[config.mk]
export PLATFORM = sky130hd
export DESIGN_NAME = gnh_queue
export DESIGN_NICKNAME = d
export VERILOG_FILES = /design/src/hdl/gnh_pkg.sv /design/src/hdl/gnh_queue.sv
export SDC_FILE = /design/constraint.sdc
export NUM_CORES = 1
export LEC_CHECK = 0
export BUFFER_PORTS_ARGS = -buffer_cell sky130_fd_sc_hd__buf_2
export CORE_MARGIN = 5
export CORE_UTILIZATION = 57
export DETAILED_ROUTE_END_ITERATION = 16
export PLACE_DENSITY_LB_ADDON = 0.15
export RECOVER_POWER = 50
export SYNTH_ARGS = -nofsm -noshare
export SYNTH_HDL_FRONTEND = slang
export SYNTH_SLANG_ARGS = --single-unit
[constraint.sdc]
create_clock -name clk -period 3.2 [get_ports clk]
set_clock_uncertainty 0.2 [all_clocks]
set_input_delay 0.64 -clock clk [delete_from_list [all_inputs] [get_ports clk]]
set_output_delay 0.64 -clock clk [all_outputs]
set_load 0.005 [all_outputs]
[src/hdl/gnh_pkg.sv]
package gnh_pkg;

    localparam logic GNH_OP_LOAD   = 1'b0;
    localparam logic GNH_OP_EXPAND = 1'b1;

    localparam logic [1:0] GNH_REG_MODE   = 2'd0;
    localparam logic [1:0] GNH_REG_HEIGHT = 2'd1;
    localparam logic [1:0] GNH_REG_WIDTH  = 2'd2;

    localparam logic [7:0]  OBSTACLE_CHAR = 8'd64;
    localparam logic [14:0] OCT_FRAC      = 15'd27146;
    localparam logic [8:0]  DIV3_MUL      = 9'd171;
    localparam logic [8:0]  SIZE_RESET    = 9'd256;

    localparam int QDEPTH = 4;
    localparam int QPW    = 2;

    localparam logic [1:0] NB_PREV = 2'd0;
    localparam logic [1:0] NB_SAME = 2'd1;
    localparam logic [1:0] NB_NEXT = 2'd2;

    // Neighbor order: down, right, up, left, down-right, down-left, up-right, up-left.
    localparam logic [1:0] DIR_ROW_SEL [8] = '{NB_NEXT, NB_SAME, NB_PREV, NB_SAME,
                                               NB_NEXT, NB_NEXT, NB_PREV, NB_PREV};
    localparam logic [1:0] DIR_COL_SEL [8] = '{NB_SAME, NB_NEXT, NB_SAME, NB_PREV,
                                               NB_NEXT, NB_PREV, NB_NEXT, NB_PREV};

    typedef struct packed {
        logic       is_expand;
        logic       octile;
        logic       store_ok;
        logic       obstacle;
        logic [6:0] row_q;
        logic [1:0] row_m;
        logic [6:0] col_q;
        logic [1:0] col_m;
        logic [7:0] inb;
        logic [7:0] hi;
        logic [7:0] lo;
    } entry_t;

    function automatic logic [1:0] nb_mod(input logic [1:0] m, input logic [1:0] sel);
        logic [1:0] r;
        r = m;
        case (sel)
            NB_PREV: r = (m == 2'd0) ? 2'd2 : m - 2'd1;
            NB_NEXT: r = (m == 2'd2) ? 2'd0 : m + 2'd1;
            default: r = m;
        endcase
        return r;
    endfunction

endpackage

[src/hdl/gnh_queue.sv]
module gnh_queue (
    input  logic            clk,
    input  logic            rst_n,
    input  logic            push,
    input  gnh_pkg::entry_t push_entry,
    output logic            push_ready,
    input  logic            pop,
    output gnh_pkg::entry_t head,
    output logic            head_valid
);

    gnh_pkg::entry_t                entries_reg [gnh_pkg::QDEPTH];
    logic [gnh_pkg::QPW-1:0]        wr_ptr_reg;
    logic [gnh_pkg::QPW-1:0]        wr_ptr_next;
    logic [gnh_pkg::QPW-1:0]        rd_ptr_reg;
    logic [gnh_pkg::QPW-1:0]        rd_ptr_next;
    logic [gnh_pkg::QPW:0]          count_reg;
    logic [gnh_pkg::QPW:0]          count_next;
    logic                           do_push;
    logic                           do_pop;

    assign push_ready = (count_reg != (gnh_pkg::QPW+1)'(gnh_pkg::QDEPTH));
    assign head_valid = (count_reg != '0);
    assign head       = entries_reg[rd_ptr_reg];
    assign do_push    = push && push_ready;
    assign do_pop     = pop && head_valid;

    always_comb
    begin
        wr_ptr_next = do_push ? wr_ptr_reg + 1'b1 : wr_ptr_reg;
        rd_ptr_next = do_pop ? rd_ptr_reg + 1'b1 : rd_ptr_reg;
        count_next  = count_reg;
        if (do_push && !do_pop)
        begin
            count_next = count_reg + 1'b1;
        end
        else if (do_pop && !do_push)
        begin
            count_next = count_reg - 1'b1;
        end
    end

    always_ff @(posedge clk or negedge rst_n)
    begin
        if (!rst_n)
        begin
            wr_ptr_reg <= '0;
            rd_ptr_reg <= '0;
            count_reg  <= '0;
        end
        else
        begin
            wr_ptr_reg <= wr_ptr_next;
            rd_ptr_reg <= rd_ptr_next;
            count_reg  <= count_next;
        end
    end

    always_ff @(posedge clk)
    begin
        if (do_push)
        begin
            entries_reg[wr_ptr_reg] <= push_entry;
        end
    end

endmodule

==> impl_metrics.tcl <==
set metrics [dict create \
    status "complete, no violations" \
    worst_r2r_startpoint "count_reg[0]" \
    netlist-cell-type-count 19 \
    synth-compound-area-share 0.00160 \
    finish.instance_area_mm2 0.00830 \
    grt_pass1_vias 3411 \
    cts_max_path_buffers 2 \
    detail_route.vias_per_cell 5.46 \
    antenna_found_initial 1 \
    worstSetupStartpointType "flip-flop" \
    cts.clk_slew.worst_paths_ns 0.06 \
    mux_contribution_to_synthesized_area 0.150 \
    buffer_ports.inserted 97 \
    placement_rows 40 \
    grt_first_pass_wirelength_mm 18.7 \
    post-synth-top-area-cell "edfxtp_1" \
    leakage_uw 0.00277 \
    post-route-drc-count 0 \
    setup_repair_after_global_routing_missed_its_margin "false" \
    timing_max_transition_violations_final 0 \
    synth.avg_cell_area_um2 25.6 \
    routed_wire_length_per_instance_um 20.7 \
    synth.top_cell.area_share 0.785 \
    die_h_um 121 \
    drt_wl_total_mm 11.9 \
    synthTopCellsByArea "edfxtp_1 (78%), mux4_2 (15%), dfrtp_1 (2.5%)" \
    power-per-cell-area_mw_per_mm2 905 \
    timing.setup.critical_path_class "flip-flop to primary output" \
    worst_ep_required_time_ns 2.36 \
    cts_tree "done" \
    actual_transition_at_the_worst_max_transition_pin_ns 0.877 \
    via_count 3135 \
    largest_reg_flops 184 \
    io-pin-count 98 \
    crit_start "rd_ptr_reg[0]" \
    max_cap_check_violation_count 0 \
    cp.arrival_ns 2.06 \
    clock_insertion_delay_worst_skew_ns 0.42 \
    clkSinkCount 191 \
    postPlaceCellArea_mm2 0.00781 \
    worst-path-max-fanout 14 \
    start_util 0.584 \
    max_slew_margin 0.410 \
    finish.net_count 450 \
    synth_fp_nets 331 \
    core_area_mm2 0.0121 \
    synthXorXnorAreaFrac 0.00746 \
    grt-ovfl-total 0 \
    final_setup_vio_count 0 \
    min-delay-start "push_entry[0]" \
    timing.setup.tns_ns 0 \
    hpwl_mm 7.43 \
    synthAdderAreaFrac 0.0117 \
    timing.final.crit_share 0.906 \
    post_synth_and_or_nand_nor_area_fraction 0.00729 \
    post_synth_instance_area_mm2 0.00704 \
    yosys_warnings 0 \
    crit_path_end_kind "primary output" \
    layout_commonest_cell "edfxtp_1" \
    cts.htree.levels 4 \
    drt_iter0_drc 243 \
    gp_congestion 0.777 \
    layout-drive-gt1-share 0.345 \
    n_fill_cell 780 \
    ctsRootBufferMaster "clkbuf_16" \
    antenna_cells_inserted 0 \
    ant_nets 0 \
    largest_net_degree_at_the_start_of_global_routing 28 \
    tritoncts.num_buffers 17 \
    area_delta_synth_final_pct 17.8 \
    grt.total_usage 0.177 \
    yosysSeqAreaShare 0.810 \
    main_combinational_cell_family_by_area_after_synthesis "multiplexers" \
    drt_pass1_iterations 4 \
    max_clock_freq_ghz 0.345 \
    min_path_type "input port to flip-flop" \
    netlist_instances 275 \
    ys_ff_latch 191 \
    die_outline_area_mm2 0.0147 \
    finalWorstPathRequiredPeriod_ns 2.90 \
    mostFrequentLayoutCells "edfxtp_1 (184), clkbuf_1 (51), buf_2 (50), mux4_2 (46), clkbuf_16 (17)" \
    vdd_drop_max_mv 0.437 \
    die_w_um 121 \
    hold_violation_count_in_the_final_report 0 \
    whs_ns 0.273 \
]
## critical path, stage by stage, from the launching register on
cell and delay, ns:
dfrtp_4 0.60, buf_4 0.33, mux4_2 0.56, buf_2 0.15
## layer usage
metal  vias up  global-route usage  part of all wire  wire [µm]
li1       1404                   -                 -          -
met1      1622               0.237              0.42       4950
met2        92               0.278              0.51       6000
met3        15              0.0490             0.058        692
met4         2              0.0735             0.018        213
met5         -                   0            0.0017         20
## cell families after synthesis
logic type | Yosys count
AO/OA/AOI/OAI | 1
XOR/XNOR | 6
adder cells (fa/ha/maj) | 6
buffers and inverters | 13
flip-flops | 191
multiplexers | 48
AND/OR/NAND/NOR | 10
## path summary, 6_finish.rpt
path	cells past startpoint	slack [ns]	end
worst max-delay path	3	0.30	head[37]
worst min-delay path	1	0.27	entries_reg[0][0]
worst max register to register	8	0.46	count_reg[2]
worst min register to register	1	0.31	count_reg[2]
max in group asynchronous	2	2.05	rd_ptr_reg[0]
min in group asynchronous	2	0.44	count_reg[2]
## synth_stat cells (all sizes together)
cell    instances
inv             3
a21boi          1
xor2            2
nand3           1
and2            4
dfrtp           7
nor2            2
fa              1
or3             1
mux4           46
buf             9
clkbuf          1
mux2            2
xnor2           4
edfxtp        184
nand2           2
ha              5
## layout make-up
class | instances | area (µm²) | area share
sequential | 191 | 5710 | 0.688
multi-input combinational | 71 | 1260 | 0.152
timing repair buffer | 110 | 574 | 0.0692
clock buffer | 21 | 440 | 0.0531
tap | 168 | 210 | 0.0253
clock inverter | 10 | 96.3 | 0.0116
inverter | 3 | 11.3 | 0.00136
## timing repair
| action | CTS | global route |
|---|---|---|
| resized for setup | 0 | 0 |
| endpoints found under the hold margin | 7 | 0 |
| buffers inserted | 0 | 0 |
| hold buffers | 1 | 0 |
## power by group
group          total, µW  internal [µW]  switching [µW]  leakage (µW)
Combinational       2050           1080             967      0.000736
Clock               1930           1130             798      0.000267
Sequential          3530           3320             218       0.00177
## through the flow
| stage | power, µW | utilization | setup slack, ns | instances |
|---|---|---|---|---|
| 2_1_floorplan | 4850 | - | 0.545 | 275 |
| 3_3_place_gp | 5640 | 0.648 | 0.747 | 542 |
| 3_5_place_dp | 5710 | 0.648 | 0.702 | 542 |
| 4_1_cts | 7650 | 0.693 | 0.233 | 574 |
| 5_1_grt | 7930 | 0.688 | 0.154 | 574 |
| 6_report | 7510 | 0.688 | 0.302 | 574 |
(Power assumes the default switching activity.)
