### src/hdl/gnh_pkg.sv
package gnh_pkg;

    localparam logic GNH_OP_LOAD   = 1'b0;
    localparam logic GNH_OP_EXPAND = 1'b1;

    localparam logic [1:0] GNH_REG_MODE   = 2'd0;
    localparam logic [1:0] GNH_REG_HEIGHT = 2'd1;
    localparam logic [1:0] GNH_REG_WIDTH  = 2'd2;

    localparam logic [7:0]  OBSTACLE_CHAR = 8'd64;
    localparam logic [14:0] OCT_FRAC      = 15'd27146;
    localparam logic [8:0]  DIV3_MUL      = 9'd171;
    localparam logic [8:0]  SIZE_RESET    = 9'd256;

    localparam int QDEPTH = 4;
    localparam int QPW    = 2;

    localparam logic [1:0] NB_PREV = 2'd0;
    localparam logic [1:0] NB_SAME = 2'd1;
    localparam logic [1:0] NB_NEXT = 2'd2;

    // Neighbor order: down, right, up, left, down-right, down-left, up-right, up-left.
    localparam logic [1:0] DIR_ROW_SEL [8] = '{NB_NEXT, NB_SAME, NB_PREV, NB_SAME,
                                               NB_NEXT, NB_NEXT, NB_PREV, NB_PREV};
    localparam logic [1:0] DIR_COL_SEL [8] = '{NB_SAME, NB_NEXT, NB_SAME, NB_PREV,
                                               NB_NEXT, NB_PREV, NB_NEXT, NB_PREV};

    typedef struct packed {
        logic       is_expand;
        logic       octile;
        logic       store_ok;
        logic       obstacle;
        logic [6:0] row_q;
        logic [1:0] row_m;
        logic [6:0] col_q;
        logic [1:0] col_m;
        logic [7:0] inb;
        logic [7:0] hi;
        logic [7:0] lo;
    } entry_t;

    function automatic logic [1:0] nb_mod(input logic [1:0] m, input logic [1:0] sel);
        logic [1:0] r;
        r = m;
        case (sel)
            NB_PREV: r = (m == 2'd0) ? 2'd2 : m - 2'd1;
            NB_NEXT: r = (m == 2'd2) ? 2'd0 : m + 2'd1;
            default: r = m;
        endcase
        return r;
    endfunction

endpackage

### src/hdl/gnh_front.sv
module gnh_front #(
    parameter int MAX_HEIGHT = 256,
    parameter int MAX_WIDTH  = 256
) (
    input  logic           op,
    input  logic [7:0]     cell_row,
    input  logic [7:0]     cell_col,
    input  logic [7:0]     cell_char,
    input  logic [7:0]     goal_row,
    input  logic [7:0]     goal_col,
    input  logic           movement_mode,
    input  logic [8:0]     row_limit,
    input  logic [8:0]     col_limit,
    output gnh_pkg::entry_t entry
);

    function automatic logic in_range(input logic [9:0] v, input logic [8:0] lim,
                                      input int unsigned maxv);
        return (v < {1'b0, lim}) && (32'(v) < maxv);
    endfunction

    logic [16:0] row_prod;
    logic [16:0] col_prod;
    logic [6:0]  row_q;
    logic [6:0]  col_q;
    logic [2:0]  rv;
    logic [2:0]  cv;
    logic [7:0]  dr;
    logic [7:0]  dc;

    assign row_prod = 17'(cell_row) * 17'(gnh_pkg::DIV3_MUL);
    assign col_prod = 17'(cell_col) * 17'(gnh_pkg::DIV3_MUL);
    assign row_q    = row_prod[15:9];
    assign col_q    = col_prod[15:9];

    assign rv[0] = (cell_row != 8'd0)
                   && in_range(10'(cell_row) - 10'd1, row_limit, MAX_HEIGHT);
    assign rv[1] = in_range(10'(cell_row), row_limit, MAX_HEIGHT);
    assign rv[2] = in_range(10'(cell_row) + 10'd1, row_limit, MAX_HEIGHT);
    assign cv[0] = (cell_col != 8'd0)
                   && in_range(10'(cell_col) - 10'd1, col_limit, MAX_WIDTH);
    assign cv[1] = in_range(10'(cell_col), col_limit, MAX_WIDTH);
    assign cv[2] = in_range(10'(cell_col) + 10'd1, col_limit, MAX_WIDTH);

    assign dr = (cell_row > goal_row) ? cell_row - goal_row : goal_row - cell_row;
    assign dc = (cell_col > goal_col) ? cell_col - goal_col : goal_col - cell_col;

    always_comb
    begin
        entry.is_expand = (op == gnh_pkg::GNH_OP_EXPAND);
        entry.octile    = movement_mode;
        entry.store_ok  = (32'(cell_row) < MAX_HEIGHT) && (32'(cell_col) < MAX_WIDTH);
        entry.obstacle  = (cell_char == gnh_pkg::OBSTACLE_CHAR);
        entry.row_q     = row_q;
        entry.row_m     = 2'(cell_row - 8'(row_q) * 8'd3);
        entry.col_q     = col_q;
        entry.col_m     = 2'(cell_col - 8'(col_q) * 8'd3);
        for (int k = 0; k < 8; k++)
        begin
            entry.inb[k] = rv[gnh_pkg::DIR_ROW_SEL[k]] && cv[gnh_pkg::DIR_COL_SEL[k]]
                           && ((k < 4) || movement_mode);
        end
        if (movement_mode)
        begin
            entry.hi = (dr > dc) ? dr : dc;
            entry.lo = (dr > dc) ? dc : dr;
        end
        else
        begin
            entry.hi = dr;
            entry.lo = dc;
        end
    end

endmodule

### config.mk
export PLATFORM = sky130hd
export DESIGN_NAME = gnh_front
export DESIGN_NICKNAME = d
export VERILOG_FILES = /design/src/hdl/gnh_pkg.sv /design/src/hdl/gnh_front.sv
export SDC_FILE = /design/constraint.sdc
export NUM_CORES = 1
export LEC_CHECK = 0
export BUFFER_PORTS_ARGS = -buffer_cell sky130_fd_sc_hd__buf_2
export CORE_ASPECT_RATIO = 1.1
export CORE_MARGIN = 2
export CORE_UTILIZATION = 30
export DETAILED_ROUTE_END_ITERATION = 12
export GPL_ROUTABILITY_DRIVEN = 1
export MAX_ROUTING_LAYER = met4
export SYNTH_ARGS = -nofsm -noshare
export SYNTH_HDL_FRONTEND = slang
export SYNTH_SLANG_ARGS = --single-unit
export TNS_END_PERCENT = 1
### constraint.sdc
create_clock -name vclk -period 9.8
set_clock_uncertainty 0.15 [all_clocks]
set_input_delay 0 -clock vclk [all_inputs]
set_output_delay 0 -clock vclk [all_outputs]
set_load 0.02 [all_outputs]
==> flow_summary.yaml <==
status:
  outcome: "finished clean"
logic_synthesis:
  yosysTopAreaCellShare_pct: 42.1
  synthCells: 666
  synth_common_cells: "ha_1 (190), inv_1 (122), nand2_1 (42), xnor2_1 (42), a21oi_1 (36)"
  avgSynthCellArea_um2: 8.49
  ys_types: 61
  yosys_warnings: 0
  ys_seq_area_share_pct: 0
  postSynthNetCount: 944
  yosys-top-cells-area: "ha_1 (42%), fa_1 (9.9%), inv_1 (8.1%)"
  syn_area_um2: 5650
  synth_top_area_cell: "ha_1"
  yosysMostFrequentCell: "ha_1"
route:
  vias: 4701
  drc: 0
  wl_um: 13300
  drtIter0Drc: 122
  ant_nets: 0
  wl_per_cell_um: 13.2
  drt_pass1_iterations: 4
  via_per_inst: 4.66
cells_and_area:
  nFlopsAndLatches: 0
  nets: 1043
  design_area_um2: 6440
  post_route_cells_drive_above_1_share_pct: 16.5
  clkbuf_count: 0
  stdcell_count: 1009
  regArea_um2: 0
  area_growth_pct: 13.9
min_path:
  hold_class: "input port to output pin"
  worstHoldStart: "movement_mode"
pwr:
  power_frac_seq_pct: 0
  power_mw: 0.926
  power.leakage_nw: 3.61
  ir_worst_vdd_mv: 0.230
  swShare_pct: 59.2
  comb_power_share_pct: 100.0
  p_int_mw: 0.378
  power.switching_mw: 0.548
  clockPowerShare_pct: 0
  powerDensity_nw_per_um2: 144
grt:
  grt_use_total_pct: 13.7
  grt_pass1_wl_um: 22200
  grt_pass1_vias: 4661
  overflow: 0
  antenna_found_initial: 3
  grt_max_degree: 19
floorplanning:
  coreArea_um2: 18400
  die_w_um: 135
  io_pins: 106
  rows: 52
  die_y_um: 148
  die_area_um2: 20000
  start_util_pct: 30.7
setup_path:
  cp-start-kind: "input port"
  required_ns: 9.65
  crit_arrival_ns: 4.24
  path_class: "input port to output pin"
  path_max_fanout: 10
  critPathLaunch: "cell_col[5]"
  end_kind: "output pin"
placement:
  dp_cells: 1005
  gp_congestion: 0.858
  dpl-instance-area_um2: 6420
  portBuffers: 103
  hpwl_um: 12100
clock_tree:
  post_cts_resized: 0
timing:
  rsz0062_at_grt: "no"
  fin_crit_sh_pct: 44.8
  setup_viol: 0
  clock.fmax_mhz: 228
  final_hold_viol_count: 0
  drv_slew: 0
  fin_tns_setup_ns: 0
  period_needed_ns: 4.39
run:
  max_cap_violations: 0
==> area by class of cell <==
cell class | count | area, µm²
Multi-Input combinational cell | 537 | 5140
Antenna cell | 3 | 7.51
Tap cell | 243 | 304
Timing Repair Buffer | 104 | 526
Inverter | 122 | 458
Fill cell | 1954 | 12000
==> cell families (layout without fill, tap and decap cells) <==
group,Yosys count,after routing,share of synthesized area [%]
AND/OR/NAND/NOR,110,110,9.56
XOR/XNOR,56,56,8.94
buffers and inverters,129,226,9.05
other,1,4,0.0663
AO/OA/AOI/OAI,129,129,16.3
adder cells (fa/ha/maj),218,218,52.0
multiplexers,23,23,4.12
==> worst max-delay path, stage by stage <==
cell and delay (ns):
buf_2 0.24, inv_1 0.15, ha_1 0.32, inv_1 0.07, fa_1 0.43, fa_1 0.55
inv_1 0.04, ha_1 0.28, nand2_1 0.05, o21ai_1 0.25, o21a_1 0.15, o21ai_0 0.06
nand2b_1 0.10, xor2_1 0.28, ha_1 0.31, ha_1 0.18, nor2_1 0.13, xnor2_1 0.15
xnor2_1 0.16, xnor2_1 0.13, buf_2 0.18
==> through the flow <==
stage	setup WS (ns)	hold slack [ns]	util, %
after floorplan	5.61	-0.0374	-
after global placement	5.57	-0.150	34.9
after detailed placement	5.40	-0.150	34.9
after CTS	5.39	0.192	34.9
after global routing	5.10	0.186	35.0
final	5.41	0.169	35.0
==> power by group through the flow <==
stage	Combinational, mW	Clock, mW	Sequential (mW)
final	0.926	0.0000000410	0
after global routing	1.04	0.0000000409	0
after global placement	0.926	0	0
after CTS	0.943	0	0
after detailed placement	0.938	0	0
after floorplan	0.693	0	0
==> layout by cell type, fill, tap and decap left out, types with 3 or more instances in the layout <==
| master | synthesis | final |
|---|---|---|
| xnor2_1 | 42 | 42 |
| a31oi_1 | 5 | 5 |
| nand3_1 | 15 | 15 |
| a21oi_2 | 4 | 4 |
| xor2_1 | 12 | 12 |
| inv_1 | 122 | 122 |
| diode_2 | 0 | 3 |
| a41oi_1 | 3 | 3 |
| nor2b_1 | 4 | 4 |
| nor2_1 | 19 | 19 |
| a21boi_1 | 3 | 3 |
| nand2b_1 | 7 | 7 |
| a21o_1 | 14 | 14 |
| mux2i_1 | 21 | 21 |
| o211ai_1 | 6 | 6 |
| nand4_1 | 6 | 6 |
| a21oi_1 | 36 | 36 |
| a211oi_1 | 4 | 4 |
| fa_1 | 28 | 28 |
| nand2_1 | 42 | 42 |
| o21a_1 | 6 | 6 |
| o21ai_0 | 18 | 18 |
| a21boi_0 | 4 | 4 |
| ha_1 | 190 | 190 |
| buf_2 | 1 | 103 |
==> path summary, 6_finish.rpt <==
check / end / slack (ns) / depth (start not counted)
max: entry[25] / 5.41 / 21
min: entry[44] / 0.17 / 2
==> repair_timing <==
action,4_1_cts,5_1_grt
hold buffers,1,0
hold endpoints to repair,1,0
setup buffers,0,0
==> routing by layer <==
layer | GRT usage (%) | part of all wire, % | vias to the layer above
li1 | - | - | 2484
met1 | 17.5 | 47 | 2143
met2 | 24.9 | 50 | 72
met3 | 0.926 | 3.1 | 2
met4 | 0.263 | 0.23 | 0
met5 | - | 0 | -
Note: power is estimated with default switching activity, not from simulation.
